===== src/assert_macros.svh =====
// Assertion macros used by the display controller top level.
`ifndef ASSERT_MACROS_SVH
`define ASSERT_MACROS_SVH
// Implication checked on every rising clock edge outside reset.
`define CHK_IMPL(label, clk, rst_n, ante, cons, msg) \
    label: assert property (@(posedge clk) disable iff (!rst_n) (ante) |-> (cons)) \
        else $error(msg);
// Next-cycle implication checked outside reset.
`define CHK_NEXT(label, clk, rst_n, ante, cons, msg) \
    label: assert property (@(posedge clk) disable iff (!rst_n) (ante) |=> (cons)) \
        else $error(msg);
`endif


===== src/sadc_pkg.sv =====
// Package with the item types and constants of the display controller.
`timescale 1ns / 1ps
package sadc_pkg;
    localparam int unsigned WORD_W = 26;
    localparam logic [25:0] BLANK_CH   = 26'h20;
    localparam logic [25:0] CUSTOM_BIT = 26'h2000000;
    localparam logic [25:0] BLANK_BIT  = 26'h1000000;
    localparam logic [25:0] KEEP_MARKS = 26'h1ff0000;
    localparam logic [25:0] DROP_POINT = 26'h300ffff;
    localparam logic [25:0] POINT_MASK = 26'h0ff0000;
    localparam logic [1:0] MODE_PINS = 2'd0;
    localparam logic [1:0] MODE_TICK = 2'd1;
    localparam logic [1:0] MODE_READ = 2'd2;

    typedef struct packed {
        logic [1:0] mode;
        logic       reset_pin;
        logic       clock_pin;
        logic       data_pin;
        logic [3:0] read_index;
    } in_item_t;

    typedef struct packed {
        logic [25:0] char_word;
        logic [25:0] flash_word;
        logic        flash_active;
        logic        changed;
        logic        is_enabled;
    } out_item_t;
endpackage


===== src/serial_alphanumeric_display_controller.sv =====
// Top level of the 16-character serial display controller.
// Items that touch no store go straight to S_DONE; a read passes through S_RD, a point mark
// through S_PTRD and S_PTWR, a character write through S_PTRD, S_PTWR, S_RD and S_WR, a scroll
// also sweeps its window, and blank, clear, flash capture or internal reset sweep all 16 entries.
// Throughput: one item at a time; a new item is taken only back in S_IDLE, with the output free.
// Reset: rst_n clears all control state; both stores are cleared by a 16-entry pass after reset.
`timescale 1ns / 1ps
`include "assert_macros.svh"
module serial_alphanumeric_display_controller
    import sadc_pkg::*;
#(
    parameter int unsigned PHASE_TICKS = 20
)
(
    input  logic      clk,
    input  logic      rst_n,
    input  logic      in_valid,
    output logic      in_ready,
    input  in_item_t  in_data,
    output logic      out_valid,
    input  logic      out_ready,
    output out_item_t out_data
);
    localparam logic [4:0] PT = 5'(PHASE_TICKS);

    localparam logic [3:0] S_INIT  = 4'd0;
    localparam logic [3:0] S_IDLE  = 4'd1;
    localparam logic [3:0] S_RD    = 4'd2;
    localparam logic [3:0] S_WR    = 4'd3;
    localparam logic [3:0] S_SWEEP = 4'd4;
    localparam logic [3:0] S_SWRD  = 4'd5;
    localparam logic [3:0] S_DONE  = 4'd6;
    localparam logic [3:0] S_PTRD  = 4'd7;
    localparam logic [3:0] S_PTWR  = 4'd8;

    localparam logic [2:0] OP_NONE  = 3'd0;
    localparam logic [2:0] OP_BLANK = 3'd1;
    localparam logic [2:0] OP_CLEAR = 3'd2;
    localparam logic [2:0] OP_SCRL  = 3'd3;
    localparam logic [2:0] OP_SCRR  = 3'd4;
    localparam logic [2:0] OP_FLASH = 3'd5;
    localparam logic [2:0] OP_RESET = 3'd6;

    logic [25:0] cmem [16];
    logic [25:0] fmem [16];
    logic [25:0] crd_reg, frd_reg;
    logic        c_we, f_we;
    logic [3:0]  c_wa, c_ra, f_a;
    logic [25:0] c_wd, f_wd;

    always_ff @(posedge clk)
    begin
        if (c_we)
            cmem[c_wa] <= c_wd;
        crd_reg <= cmem[c_ra];
        if (f_we)
            fmem[f_a] <= f_wd;
        frd_reg <= fmem[f_a];
    end

    logic [3:0] st_reg, st_next;
    logic [4:0] cnt_reg, cnt_next;
    logic [2:0] op_reg, op_next;
    logic [7:0] arg_reg, arg_next;
    logic [25:0] x_reg, x_next;
    logic [3:0] wp_reg, wp_next, sp_reg, sp_next, lw_reg, lw_next, wf_reg, wf_next;
    logic [3:0] wl_reg, wl_next, fr_reg, fr_next, tgt_reg, tgt_next, ridx_reg, ridx_next;
    logic [1:0] em_reg, em_next, cp_reg, cp_next;
    logic [7:0] sb_reg, sb_next, fc_reg, fc_next;
    logic [2:0] bc_reg, bc_next;
    logic cl_reg, cl_next, en_reg, en_next, pp_reg, pp_next, fp_reg, fp_next;
    logic [15:0] cb_reg, cb_next;
    logic [4:0] pt_reg, pt_next;
    logic upd_reg, upd_next, rd_reg, rd_next, ptfix_reg, ptfix_next;
    logic ov_reg, ov_next;
    out_item_t od_reg, od_next;

    assign in_ready  = (st_reg == S_IDLE) && (!ov_reg || out_ready);
    assign out_valid = ov_reg;
    assign out_data  = od_reg;

    function automatic logic inwin(input logic [3:0] i, input logic [3:0] f,
                                   input logic [3:0] l);
        inwin = (i >= f) && (i <= l);
    endfunction

    logic [3:0] ci;
    logic [7:0] nb;
    logic [25:0] xv;
    logic blk, go;

    always_comb
    begin
        st_next = st_reg; cnt_next = cnt_reg; op_next = op_reg; arg_next = arg_reg;
        x_next = x_reg; wp_next = wp_reg; sp_next = sp_reg; lw_next = lw_reg;
        wf_next = wf_reg; wl_next = wl_reg; fr_next = fr_reg; tgt_next = tgt_reg;
        ridx_next = ridx_reg; em_next = em_reg; cp_next = cp_reg; sb_next = sb_reg;
        fc_next = fc_reg; bc_next = bc_reg; cl_next = cl_reg; en_next = en_reg;
        pp_next = pp_reg; fp_next = fp_reg; cb_next = cb_reg; pt_next = pt_reg;
        upd_next = upd_reg; rd_next = rd_reg; ptfix_next = ptfix_reg;
        ov_next = ov_reg; od_next = od_reg;
        c_we = 1'b0; c_wa = '0; c_wd = '0; c_ra = '0;
        f_we = 1'b0; f_a = '0; f_wd = '0;
        ci = cnt_reg[3:0]; nb = '0; xv = '0; blk = 1'b0; go = 1'b0;
        if (ov_reg && out_ready)
            ov_next = 1'b0;
        case (st_reg)
            S_INIT:
            begin
                c_we = 1'b1; c_wa = ci; c_wd = BLANK_CH;
                f_we = 1'b1; f_a = ci; f_wd = '0;
                cnt_next = cnt_reg + 5'd1;
                if (cnt_reg == 5'd15)
                    st_next = S_IDLE;
            end
            S_IDLE:
            begin
                if (in_valid && in_ready)
                begin
                    upd_next = 1'b0; rd_next = 1'b0; op_next = OP_NONE;
                    ridx_next = in_data.read_index; cnt_next = '0;
                    st_next = S_DONE;
                    case (in_data.mode)
                        MODE_READ:
                        begin
                            rd_next = 1'b1; st_next = S_RD;
                            c_ra = in_data.read_index; f_a = in_data.read_index;
                        end
                        MODE_TICK:
                        begin
                            if (pt_reg != 5'd0)
                            begin
                                pt_next = pt_reg - 5'd1;
                                if (pt_reg == 5'd1)
                                begin
                                    pt_next = PT;
                                    if (!fp_reg)
                                    begin
                                        if (fr_reg >= 4'd1 && fr_reg <= 4'd3)
                                        begin
                                            op_next = OP_FLASH; st_next = S_SWEEP;
                                            fp_next = 1'b1; upd_next = 1'b1;
                                        end
                                    end
                                    else
                                    begin
                                        fc_next = fc_reg - 8'd1;
                                        if (fc_reg == 8'd1)
                                            pt_next = '0;
                                        if (fr_reg != 4'd0)
                                        begin
                                            fp_next = 1'b0; upd_next = 1'b1;
                                        end
                                    end
                                end
                            end
                        end
                        MODE_PINS:
                        begin
                            if (!in_data.reset_pin)
                                en_next = 1'b0;
                            else
                            begin
                                if (!en_reg)
                                begin
                                    upd_next = 1'b1; op_next = OP_RESET; st_next = S_SWEEP;
                                    wp_next = '0; sp_next = '0; bc_next = '0; sb_next = '0;
                                    wf_next = '0; wl_next = 4'd15; em_next = '0;
                                    fc_next = '0; fr_next = '0; fp_next = 1'b0;
                                    pt_next = '0; en_next = 1'b1;
                                    cl_next = in_data.clock_pin;
                                end
                                else if (in_data.clock_pin != cl_reg)
                                begin
                                    cl_next = in_data.clock_pin;
                                    if (!in_data.clock_pin)
                                    begin
                                        nb = {sb_reg[6:0], ~in_data.data_pin};
                                        sb_next = nb;
                                        bc_next = bc_reg + 3'd1;
                                        if (bc_reg == 3'd7)
                                            go = 1'b1;
                                    end
                                end
                            end
                        end
                        default: ;
                    endcase
                    if (go)
                    begin
                        if (nb[7] && cp_reg == 2'd0)
                        begin
                            pp_next = 1'b0;
                            arg_next = nb;
                            case (nb[7:4])
                                4'h8:
                                    if (nb[3:2] == 2'b00)
                                    begin
                                        op_next = OP_BLANK; st_next = S_SWEEP;
                                        upd_next = 1'b1;
                                    end
                                4'h9:
                                begin
                                    wp_next = nb[3:0]; sp_next = nb[3:0];
                                end
                                4'hA:
                                    if (nb[3:2] == 2'b00)
                                        em_next = nb[1:0];
                                4'hB:
                                    if (nb[3:0] >= 4'd1 && nb[3:0] <= 4'd3)
                                    begin
                                        op_next = OP_CLEAR; st_next = S_SWEEP;
                                        upd_next = 1'b1;
                                    end
                                4'hC:
                                begin
                                    fc_next = {4'd0, nb[3:0]};
                                    if (nb[3:0] == 4'd0 && fp_reg)
                                    begin
                                        fp_next = 1'b0; upd_next = 1'b1;
                                    end
                                    pt_next = PT;
                                end
                                4'hD:
                                begin
                                    fr_next = nb[3:0];
                                    if (nb[3:0] == 4'd0 && fp_reg)
                                    begin
                                        pt_next = '0; fp_next = 1'b0; upd_next = 1'b1;
                                    end
                                end
                                4'hE: wf_next = nb[3:0];
                                default: wl_next = nb[3:0];
                            endcase
                        end
                        else
                        begin
                            xv = {18'd0, nb};
                            blk = 1'b0;
                            if (cp_reg != 2'd0)
                            begin
                                cb_next = {nb, cb_reg[15:8]};
                                cp_next = cp_reg - 2'd1;
                                if (cp_reg != 2'd1)
                                    blk = 1'b1;
                                xv = {10'd0, nb, cb_reg[15:8]} | CUSTOM_BIT;
                            end
                            if (!blk)
                            begin
                                if (xv == 26'd37 || xv == 26'd38 || xv == 26'd59)
                                    blk = 1'b1;
                                else if (xv == 26'd58)
                                begin
                                    cp_next = 2'd2; cb_next = '0; blk = 1'b1;
                                end
                            end
                            if (!blk)
                            begin
                                x_next = xv;
                                ptfix_next = 1'b0;
                                if (xv == 26'd46 || xv == 26'd44)
                                begin
                                    pp_next = 1'b0;
                                    ptfix_next = 1'b1;
                                    c_ra = lw_reg; st_next = S_PTRD;
                                end
                                else
                                begin
                                    ptfix_next = pp_reg;
                                    pp_next = 1'b1;
                                    c_ra = lw_reg;
                                    st_next = S_PTRD;
                                end
                            end
                        end
                    end
                end
            end
            S_PTRD:
            begin
                c_ra = lw_reg;
                st_next = S_PTWR;
            end
            S_PTWR:
            begin
                if (x_reg == 26'd46 || x_reg == 26'd44)
                begin
                    if ((crd_reg & POINT_MASK) == '0)
                        upd_next = 1'b1;
                    c_we = 1'b1; c_wa = lw_reg; c_wd = crd_reg | (x_reg << 16);
                    st_next = S_DONE;
                end
                else
                begin
                    if (ptfix_reg && (crd_reg & POINT_MASK) != '0)
                    begin
                        c_we = 1'b1; c_wa = lw_reg; c_wd = crd_reg & DROP_POINT;
                        upd_next = 1'b1;
                    end
                    lw_next = wp_reg;
                    tgt_next = wp_reg;
                    st_next = S_RD;
                    if (em_reg == 2'd0)
                        wp_next = wp_reg + 4'd1;
                    else if (em_reg == 2'd1)
                        wp_next = wp_reg - 4'd1;
                    else if (em_reg == 2'd2)
                    begin
                        if (sp_reg < wl_reg)
                        begin
                            sp_next = wp_reg; wp_next = wp_reg + 4'd1;
                        end
                        else
                        begin
                            op_next = OP_SCRL; lw_next = wl_reg; tgt_next = wl_reg;
                            upd_next = 1'b1; cnt_next = {1'b0, wf_reg};
                            st_next = S_SWEEP;
                        end
                    end
                    else
                    begin
                        if (sp_reg > wf_reg)
                        begin
                            sp_next = wp_reg; wp_next = wp_reg - 4'd1;
                        end
                        else
                        begin
                            op_next = OP_SCRR; lw_next = wf_reg; tgt_next = wf_reg;
                            upd_next = 1'b1; cnt_next = {1'b0, wl_reg};
                            st_next = S_SWEEP;
                        end
                    end
                end
            end
            S_RD:
            begin
                // Read path for report, or character write target address.
                c_ra = rd_reg ? ridx_reg : tgt_reg;
                f_a = ridx_reg;
                if (rd_reg)
                    st_next = S_DONE;
                else
                begin
                    c_ra = tgt_reg;
                    st_next = S_WR;
                end
            end
            S_WR:
            begin
                c_we = 1'b1; c_wa = tgt_reg;
                c_wd = (crd_reg & KEEP_MARKS) | x_reg;
                if (op_reg != OP_SCRL && op_reg != OP_SCRR &&
                    {10'd0, crd_reg[15:0]} != x_reg)
                    upd_next = 1'b1;
                st_next = S_DONE;
            end
            S_SWEEP:
            begin
                // Issue a read of the entry to transform.
                if (op_reg == OP_SCRL)
                    c_ra = (cnt_reg[3:0] < wl_reg) ? ci + 4'd1 : ci;
                else if (op_reg == OP_SCRR)
                    c_ra = (cnt_reg[3:0] > wf_reg) ? ci - 4'd1 : ci;
                else
                    c_ra = ci;
                st_next = S_SWRD;
            end
            S_SWRD:
            begin
                st_next = S_SWEEP;
                case (op_reg)
                    OP_BLANK:
                    begin
                        c_we = 1'b1; c_wa = ci; c_wd = crd_reg;
                        if (arg_reg[1:0] == 2'd0 ||
                            (arg_reg[1:0] == 2'd1 && !inwin(ci, wf_reg, wl_reg)) ||
                            (arg_reg[1:0] == 2'd2 && ci >= wf_reg && ci < wl_reg))
                            c_wd = crd_reg | BLANK_BIT;
                        if (arg_reg[1:0] == 2'd3)
                            c_wd = crd_reg & ~BLANK_BIT;
                    end
                    OP_CLEAR:
                        if (arg_reg[1:0] == 2'd3 ||
                            (arg_reg[1:0] == 2'd2 && !inwin(ci, wf_reg, wl_reg)) ||
                            (arg_reg[1:0] == 2'd1 && ci >= wf_reg && ci < wl_reg))
                        begin
                            c_we = 1'b1; c_wa = ci; c_wd = BLANK_CH;
                        end
                    OP_RESET:
                    begin
                        c_we = 1'b1; c_wa = ci; c_wd = BLANK_CH;
                    end
                    OP_FLASH:
                    begin
                        f_we = 1'b1; f_a = ci;
                        blk = fr_reg == 4'd3 ||
                              (fr_reg == 4'd1 && inwin(ci, wf_reg, wl_reg)) ||
                              (fr_reg == 4'd2 && !inwin(ci, wf_reg, wl_reg));
                        f_wd = blk ? BLANK_CH : crd_reg;
                    end
                    default:
                    begin
                        c_we = 1'b1; c_wa = ci; c_wd = crd_reg;
                    end
                endcase
                if (op_reg == OP_SCRL)
                begin
                    if (cnt_reg[3:0] >= wl_reg || wf_reg > wl_reg)
                    begin
                        c_we = 1'b0; op_next = OP_NONE; st_next = S_RD;
                    end
                    else
                        cnt_next = cnt_reg + 5'd1;
                end
                else if (op_reg == OP_SCRR)
                begin
                    if (cnt_reg[3:0] <= wf_reg || wf_reg > wl_reg)
                    begin
                        c_we = 1'b0; op_next = OP_NONE; st_next = S_RD;
                    end
                    else
                        cnt_next = cnt_reg - 5'd1;
                end
                else
                begin
                    cnt_next = cnt_reg + 5'd1;
                    if (cnt_reg == 5'd15)
                        st_next = S_DONE;
                end
            end
            S_DONE:
            begin
                if (!ov_reg || out_ready)
                begin
                    ov_next = 1'b1;
                    od_next.char_word    = rd_reg ? crd_reg : '0;
                    od_next.flash_word   = rd_reg ? frd_reg : '0;
                    od_next.flash_active = fp_reg;
                    od_next.changed      = upd_reg;
                    od_next.is_enabled   = en_reg;
                    st_next = S_IDLE;
                end
            end
            default: st_next = S_IDLE;
        endcase
    end

    always_ff @(posedge clk or negedge rst_n)
    begin
        if (!rst_n)
        begin
            st_reg <= S_INIT; cnt_reg <= '0; op_reg <= OP_NONE; arg_reg <= '0;
            wp_reg <= '0; sp_reg <= '0; lw_reg <= '0; wf_reg <= '0; wl_reg <= 4'd15;
            fr_reg <= '0; tgt_reg <= '0; ridx_reg <= '0; em_reg <= '0; cp_reg <= '0;
            sb_reg <= '0; fc_reg <= '0; bc_reg <= '0; cl_reg <= 1'b0; en_reg <= 1'b0;
            pp_reg <= 1'b0; fp_reg <= 1'b0; cb_reg <= '0; pt_reg <= '0;
            upd_reg <= 1'b0; rd_reg <= 1'b0; ptfix_reg <= 1'b0;
            ov_reg <= 1'b0;
        end
        else
        begin
            st_reg <= st_next; cnt_reg <= cnt_next; op_reg <= op_next; arg_reg <= arg_next;
            wp_reg <= wp_next; sp_reg <= sp_next; lw_reg <= lw_next; wf_reg <= wf_next;
            wl_reg <= wl_next; fr_reg <= fr_next; tgt_reg <= tgt_next;
            ridx_reg <= ridx_next; em_reg <= em_next; cp_reg <= cp_next;
            sb_reg <= sb_next; fc_reg <= fc_next; bc_reg <= bc_next; cl_reg <= cl_next;
            en_reg <= en_next; pp_reg <= pp_next; fp_reg <= fp_next; cb_reg <= cb_next;
            pt_reg <= pt_next; upd_reg <= upd_next; rd_reg <= rd_next;
            ptfix_reg <= ptfix_next; ov_reg <= ov_next;
        end
    end

    always_ff @(posedge clk)
    begin
        x_reg  <= x_next;
        od_reg <= od_next;
    end

    `CHK_IMPL(a_ready_idle, clk, rst_n, in_ready, st_reg == S_IDLE, "ready outside idle")
    `CHK_NEXT(a_out_hold, clk, rst_n, out_valid && !out_ready, out_valid, "result dropped")
    `CHK_IMPL(a_no_write_idle, clk, rst_n, st_reg == S_IDLE, !c_we && !f_we, "write in idle")
endmodule


===== config.mk =====
export PLATFORM = sky130hd
export DESIGN_NAME = serial_alphanumeric_display_controller
export DESIGN_NICKNAME = d
export VERILOG_FILES = /design/src/sadc_pkg.sv /design/src/serial_alphanumeric_display_controller.sv
export VERILOG_INCLUDE_DIRS = /design/src /design/src/src
export SDC_FILE = /design/constraint.sdc
export NUM_CORES = 1
export LEC_CHECK = 0
export ABC_AREA = 0
export BUFFER_PORTS_ARGS = -buffer_cell sky130_fd_sc_hd__buf_2
export CAP_MARGIN = 20
export CORE_MARGIN = 3
export CORE_UTILIZATION = 37
export CTS_BUF_LIST = sky130_fd_sc_hd__clkbuf_4
export CTS_CLUSTER_DIAMETER = 100
export DETAILED_ROUTE_END_ITERATION = 6
export GPL_ROUTABILITY_DRIVEN = 0
export PLACE_DENSITY = 0.54
export SYNTH_ARGS = -nofsm -noshare
export SYNTH_HDL_FRONTEND = slang
export SYNTH_SLANG_ARGS = --single-unit

===== constraint.sdc =====
create_clock -name clk -period 6.1 [get_ports clk]
set_input_delay 1.22 -clock clk [delete_from_list [all_inputs] [get_ports clk]]
set_output_delay 1.22 -clock clk [all_outputs]
set_load 0.02 [all_outputs]

**After elaboration in Yosys (flattened, before gate mapping)**

Memory sizes are Yosys's and may differ from the RTL's. A register that Yosys moved wholly into a read port is not among the register bits.
Index checks and enable logic that the tools add are counted.

- Output and inout bits: 57
- Bits in writable memories: 832
- Memories: 2
- Word-level logic and storage cells: 483
- Input bits: 13
- Bits in registers: 174

Memories:

| name | depth | bits a word | rd ports | clocked after Yosys merged registers in | write ports | RTL line | source |
|---|---|---|---|---|---|---|---|
| cmem | 16 | 26 | 1 | 1 | 1 | serial_alphanumeric_display_controller.sv:44 | `logic [25:0] cmem [16];` |
| fmem | 16 | 26 | 1 | 1 | 1 | serial_alphanumeric_display_controller.sv:45 | `logic [25:0] fmem [16];` |

- Muxes and demuxes: 281
- $lt $le $gt $ge: 13
- Reduce and logical (&&, ||, !) cells: 69
- Equal/unequal tests: 70
- Bitwise gates (word level): 6
- Add/subtract/negate cells: 10

Operators by type and width:

| cell | number |
|---|---|
| two-way mux 4 bit | 78 |
| two-way mux 26 bit | 10 |
| equality test 26 x 6 -> 1 bit (second input constant) | 8 |
| case mux 26 bit (4 select lines) | 2 |
| two-way mux 8 bit | 15 |
| two-way mux 5 bit | 20 |
| two-way mux 3 bit | 29 |
| two-way mux 1 bit | 76 |
| two-way mux 16 bit | 4 |
| two-way mux 25 bit | 2 |
| case mux 4 bit (4 select lines) | 3 |
| two-way mux 2 bit | 18 |
| case mux 4 bit (9 select lines) | 1 |
| equality test 4 bit (second input constant) | 8 |
| case mux 4 bit (2 select lines) | 4 |
| != test 3 bit (second input constant) | 10 |
| zero test 26 bit | 1 |
| != test 16 x 26 -> 1 bit | 1 |
| OR 25 x 26 -> 26 bit | 1 |
| OR 26 bit | 1 |
| nonzero test 26 bit | 1 |
| two-way mux 7 bit | 3 |
| case mux 5 bit (2 select lines) | 2 |
| case mux 5 bit (4 select lines) | 1 |
| other kinds (56) | 150 |

**Logic depth before layout (Yosys ltp)**

- Depth after elaboration: 27
- Mapped depth: 17
- Gate-level depth less buffers: 12

**Worst setup path after synthesis**

OpenSTA, ideal clock, no wires.

- Path type: in2reg
- Start point: input port in_data[5] (netlist bit)
- End point: register crd_reg[15] (read register of cmem)
- Stages: 13
- Required time: 5.974 ns
- Path slack: 0.513 ns
- Arrival time: 5.461 ns
- Cell sequence: or4b_4 buf_6 nor2_2 and3_1 o21ai_0 nor4_1 o32ai_1 nand2_1 buf_4 buf_2 mux2i_1 a22oi_1 nand3_1

- Word-level cells in the longest chain between the ends: 26
- Elaborated cells on any way between the ends: 39

Ends and longest elaborated chain:

| item | RTL line | source |
|---|---|---|
| start, declared | serial_alphanumeric_display_controller.sv:19 | `input in_item_t in_data,` |
| two-way mux 8 bit or != test 1 bit (tied branches) | serial_alphanumeric_display_controller.sv:176, serial_alphanumeric_display_controller.sv:173 |  |
| two-way mux 8 bit | serial_alphanumeric_display_controller.sv:173 | `else if (in_data.clock_pin != cl_reg)` |
| two-way mux 8 bit | serial_alphanumeric_display_controller.sv:164 | `if (!en_reg)` |
| two-way mux 8 bit | serial_alphanumeric_display_controller.sv:160 | `if (!in_data.reset_pin)` |
| two-way mux 8 bit | serial_alphanumeric_display_controller.sv:123 | `case (in_data.mode)` |
| two-way mux 8 bit | serial_alphanumeric_display_controller.sv:118 | `if (in_valid && in_ready)` |
| two-way mux 8 bit | serial_alphanumeric_display_controller.sv:107 | `case (st_reg)` |
| two-way mux 26 bit | serial_alphanumeric_display_controller.sv:240 | `if (cp_reg != 2'd0)` |
| [10 not listed] | n/a |  |
| two-way mux 1 bit | serial_alphanumeric_display_controller.sv:189 | `if (go)` |
| two-way mux 1 bit | serial_alphanumeric_display_controller.sv:118 |  |
| two-way mux 1 bit | serial_alphanumeric_display_controller.sv:107 |  |
| two-way mux 4 bit | serial_alphanumeric_display_controller.sv:257 | `if (!blk)` |
| two-way mux 4 bit | serial_alphanumeric_display_controller.sv:191 | `if (nb[7] && cp_reg == 2'd0)` |
| two-way mux 4 bit (*) | serial_alphanumeric_display_controller.sv:189 |  |
| two-way mux 4 bit (*) | serial_alphanumeric_display_controller.sv:118 |  |
| case mux 4 bit (4 select lines) (*) | serial_alphanumeric_display_controller.sv:107 |  |
| end, declared | serial_alphanumeric_display_controller.sv:46 | `logic [25:0] crd_reg, frd_reg;` |

Mark *: on every way between the ends. The rest lies on a longest branch, timed or not. The select of a mux whose other input is x is not followed.
A chain may end at the register's enable or synchronous reset.

**Final worst setup path**

- Start point: register cnt_reg[0]
- End point: memory cmem[5][11] (enable)

- Word-level cells in the longest chain between the ends: 14
- Elaborated cells on any way between the ends: 26

Ends and longest elaborated chain:

| item | RTL line | source |
|---|---|---|
| start, declared | serial_alphanumeric_display_controller.sv:62 | `logic [4:0] cnt_reg, cnt_next;` |
| start signal, assigned | serial_alphanumeric_display_controller.sv:462 | `st_reg <= st_next; cnt_reg <= cnt_next; op_reg <= op_next; arg_reg <= arg_next;` |
| >= comparator 4 bit or less-or-equal comparator 4 bit (tied branches) | serial_alphanumeric_display_controller.sv:84, serial_alphanumeric_display_controller.sv:385 |  |
| logical AND 1 bit | serial_alphanumeric_display_controller.sv:84 | `inwin = (i >= f) && (i <= l);` |
| zero test 1 bit | serial_alphanumeric_display_controller.sv:384 | `(arg_reg[1:0] == 2'd2 && !inwin(ci, wf_reg, wl_reg)) \|\|` |
| logical AND 1 bit | serial_alphanumeric_display_controller.sv:384 |  |
| logical OR 1 bit | serial_alphanumeric_display_controller.sv:383 | `if (arg_reg[1:0] == 2'd3 \|\|` |
| logical OR 1 bit | serial_alphanumeric_display_controller.sv:384 |  |
| two-way mux 1 bit | serial_alphanumeric_display_controller.sv:383 |  |
| case mux 1 bit (2 select lines) | serial_alphanumeric_display_controller.sv:371 | `case (op_reg)` |
| two-way mux 1 bit | serial_alphanumeric_display_controller.sv:417 | `if (cnt_reg[3:0] <= wf_reg \|\| wf_reg > wl_reg)` |
| two-way mux 1 bit | serial_alphanumeric_display_controller.sv:415 | `else if (op_reg == OP_SCRR)` |
| two-way mux 1 bit | serial_alphanumeric_display_controller.sv:406 | `if (op_reg == OP_SCRL)` |
| case mux 1 bit (3 select lines) | serial_alphanumeric_display_controller.sv:107 |  |
| two-way mux 1 bit | serial_alphanumeric_display_controller.sv:53 | `if (c_we)` |
| two-way mux 1 bit (not written as such) | serial_alphanumeric_display_controller.sv:54 | `cmem[c_wa] <= c_wd;` |
| end, declared | serial_alphanumeric_display_controller.sv:44 |  |

Parallel ways exist; a longest one is shown, timed or not.

==> impl_metrics.csv <==
group,metric,value,unit
run_status,status,"complete, no violations",
timing,hold_viol,0,
timing,whs,401,ps
route,routed_wirelength,114000,um
route,vias_per_cell,5.31,
clocking,cts_setup_buffers,0,
synthesis,synth_area,0.0435,mm^2
placed_design,dpl_worst_slack,981,ps
clocking,htreeDepth,5,
power,p_per_area,430,mW/mm^2
floorplan,die_h,349,um
worst_setup_path,cp_slowest_cell,"a2111oi_0",
timing,grt_setup_unrepaired,"false",
route,ant_nets,0,
synthesis,synth_fp_nets,3172,
timing,worst_pin_slew,1180,ps
hold_path,whs_path_depth,3,
clocking,clockBufferDepth,4,
floorplan,die_w,349,um
timing,maxSlewViolCount,0,
timing,setup_ws,1280,ps
synthesis,synth-edff-count,904,
global_route,grt_first_pass_wirelength,170000,um
power,p_leak,17.2,nW
route,vias,27100,
worst_setup_path,cpPeakStageDelay,600,ps
floorplan,start_util,37.3,%
global_route,gr-total-overflow,0,
floorplan,core-area,0.116,mm^2
cells_and_area,fin_util,42.6,%
placed_design,io_buffers,69,
floorplan,ios,70,
worst_setup_path,worstPathArrival,5530,ps
synthesis,syn_area_per_cell,13.9,um^2
cells_and_area,syn_to_final_growth,14.1,%
cells_and_area,drive_gt1_share,19.9,%
worst_setup_path,critPathKind,"flip-flop to flip-flop",
global_route,grt_usage,18.6,%
worst_setup_path,cp_common_cell,"a21o_1",
route,drc_errors,0,
worst_setup_path,reg2reg_depth,13,
synthesis,ys_types,75,
worst_setup_path,worstPathCellList,"inv_1 -> ha_1 -> nand2b_1 -> a21o_1 -> a21o_1 -> a21oi_1 -> o21bai_1 -> a2111oi_0 -> o31ai_1 -> a22oi_1 -> or3b_2 -> nor2_4 -> buf_4",
synthesis,ys_warn_count,0,
cells_and_area,fin_nets,3423,
clocking,clkTransAtPathRegs,70,ps
global_route,antenna_found_initial,7,
power,peakVddDrop,425,uV
clocking,cts_resized,0,
timing,fin_crit,4820,ps
worst_setup_path,crit_required,6810,ps
synthesis,synthCells,3125,
clocking,clkLatencyLatePin,1150,ps
global_route,grt_max_degree,209,
clocking,numCtsBuffers,293,
timing,max_freq,0.208,GHz
floorplan,dieArea,0.122,mm^2
timing,post-route-period-util,79.0,%
worst_setup_path,start_kind,"flip-flop",
synthesis,yosysSeqAreaShare,69.8,%
route,drt_first_pass_iters,7,
synthesis,async_flop_share,8.17,%
clocking,cts_tree,"built",
timing,clock_skew,124,ps
worst_setup_path,worst_setup_path_end_kind,"flip-flop",
clocking,holdBufCountCts,1,
cells_and_area,instances_no_fill,5108,
global_route,grt_pass1_vias,26900,
timing,fin_setup_tns,0,ps
route,wl_per_cell,22.3,um
synthesis,synth-main-ff-cell,"edfxtp_1",
worst_setup_path,cp_max_fo,26,
synthesis,ys_seq_elements,1041,
run,cap_violations,0,
placed_design,dpl.hpwl,63900,um
clocking,root_buffer,"clkbuf_4",
timing,slew_headroom,21.6,%
placed_design,dpl.cell_count,4604,
hold_path,hold_path.class,"input pin to flip-flop",
route,drt_iter0_drc,2034,
floorplan,fp-row-count,125,
clocking,clock-sinks,1041,
timing,setup_viol,0,
[area by class of cell]
class	instances	area [um^2]
fillers	10800	66800
multi-input cells	1859	12500
flip-flops and latches	1041	30300
diodes	5	12.5
clock buffers	426	3200
inverters	39	146
well taps	1524	1910
repair buffers	142	1080
clock inverters	72	438
[cells in the mapped netlist (36+ instances only)]
| master | number | area share [%] |
|---|---|---|
| o21ai_0 | 83 | 0.96 |
| mux2_2 | 60 | 1.6 |
| dfxtp_1 | 52 | 2.4 |
| and2_1 | 193 | 2.8 |
| nand2_1 | 387 | 3.3 |
| a22oi_1 | 36 | 0.62 |
| a21oi_1 | 104 | 1.2 |
| dfrtp_1 | 81 | 4.7 |
| o211ai_1 | 57 | 0.98 |
| a311oi_1 | 53 | 1.1 |
| mux2i_1 | 214 | 4.9 |
| nor2_1 | 103 | 0.89 |
| edfxtp_1 | 904 | 62 |
| nand3_1 | 45 | 0.52 |
| a211oi_1 | 134 | 2.3 |
| clkbuf_1 | 137 | 1.2 |
| inv_1 | 39 | 0.34 |
| nor3_1 | 45 | 0.52 |
| a31oi_1 | 58 | 0.83 |
[stage by stage]
step           cell area, um^2  power (mW)
2_1_floorplan            43500        13.1
3_3_place_gp             45900        15.3
3_5_place_dp             45900        15.3
4_1_cts                  49600        21.6
5_1_grt                  49600        22.6
6_report                 49600        21.3
[placed cells by master (no fill, tap or decap), types with 17 or more instances in the layout]
master / netlist / routed
a21oi_1: 104 / 103
nand3_1: 45 / 44
a311oi_1: 53 / 53
mux2i_1: 214 / 214
nand2_1: 387 / 386
nand2b_1: 17 / 17
dfxtp_1: 52 / 52
xor2_1: 17 / 17
dfrtp_1: 81 / 80
a31oi_1: 58 / 58
inv_1: 39 / 39
clkbuf_4: 0 / 426
clkinv_1: 0 / 54
o21ai_0: 83 / 83
nor3_1: 45 / 36
a211oi_1: 134 / 134
edfxtp_1: 904 / 904
nor2_1: 103 / 78
a22oi_1: 36 / 36
o211ai_1: 57 / 57
buf_4: 5 / 58
ha_1: 34 / 34
a22o_1: 28 / 28
nor2_4: 0 / 28
buf_2: 25 / 68
and2_1: 193 / 193
mux2_2: 60 / 60
[worst max-delay path, delay by kind of cell, from the launching register on]
kind                       cells  cell delay (ps)
and+or+nand+nor                3              880
DFF                            1              510
AOI/OAI and AO/OA              7             2050
adders and majority gates      1              340
buffers and inverters          2              660
[layer usage]
layer  GRT usage (%)  vias to the layer above  share of wire [%]
met2            30.9                      780                 49
met1            24.5                    13500                 43
met4            6.00                        2                2.1
met3            3.91                      170                5.8
li1                -                    12600                  -
met5               0                        -              0.011
[power by group]
group	internal, mW	total (mW)	switching (mW)	leakage (nW)
clock	3.44	6.23	2.79	2.17
combinational	1.72	5.45	3.73	4.59
sequential	8.95	9.62	0.669	10.4
total	14.1	21.3	7.18	17.2
[logic make-up after synthesis]
group | Yosys count | share of synthesized area [%]
buffers and inverters | 225 | 2.25
muxes | 274 | 6.48
DFF | 1041 | 69.8
AOI/OAI and AO/OA | 633 | 10.1
adders and majority gates | 34 | 0.979
and+or+nand+nor | 894 | 9.94
xor gates and xnor gates | 24 | 0.484
[worst paths after layout]
path	endpoint	slack (ps)	startpoint
setup / recovery	cmem[5][11]	1280	cnt_reg[0]
hold / removal	ridx_reg[1]	400	in_data[1]
min in group asynchronous	cb_reg[14]	610	rst_n
setup reg to reg	cmem[5][11]	1280	cnt_reg[0]
max in group asynchronous	rd_reg	4330	rst_n
hold reg to reg	out_data[11]	450	frd_reg[8]
Note: power is estimated with default switching activity, not from simulation.
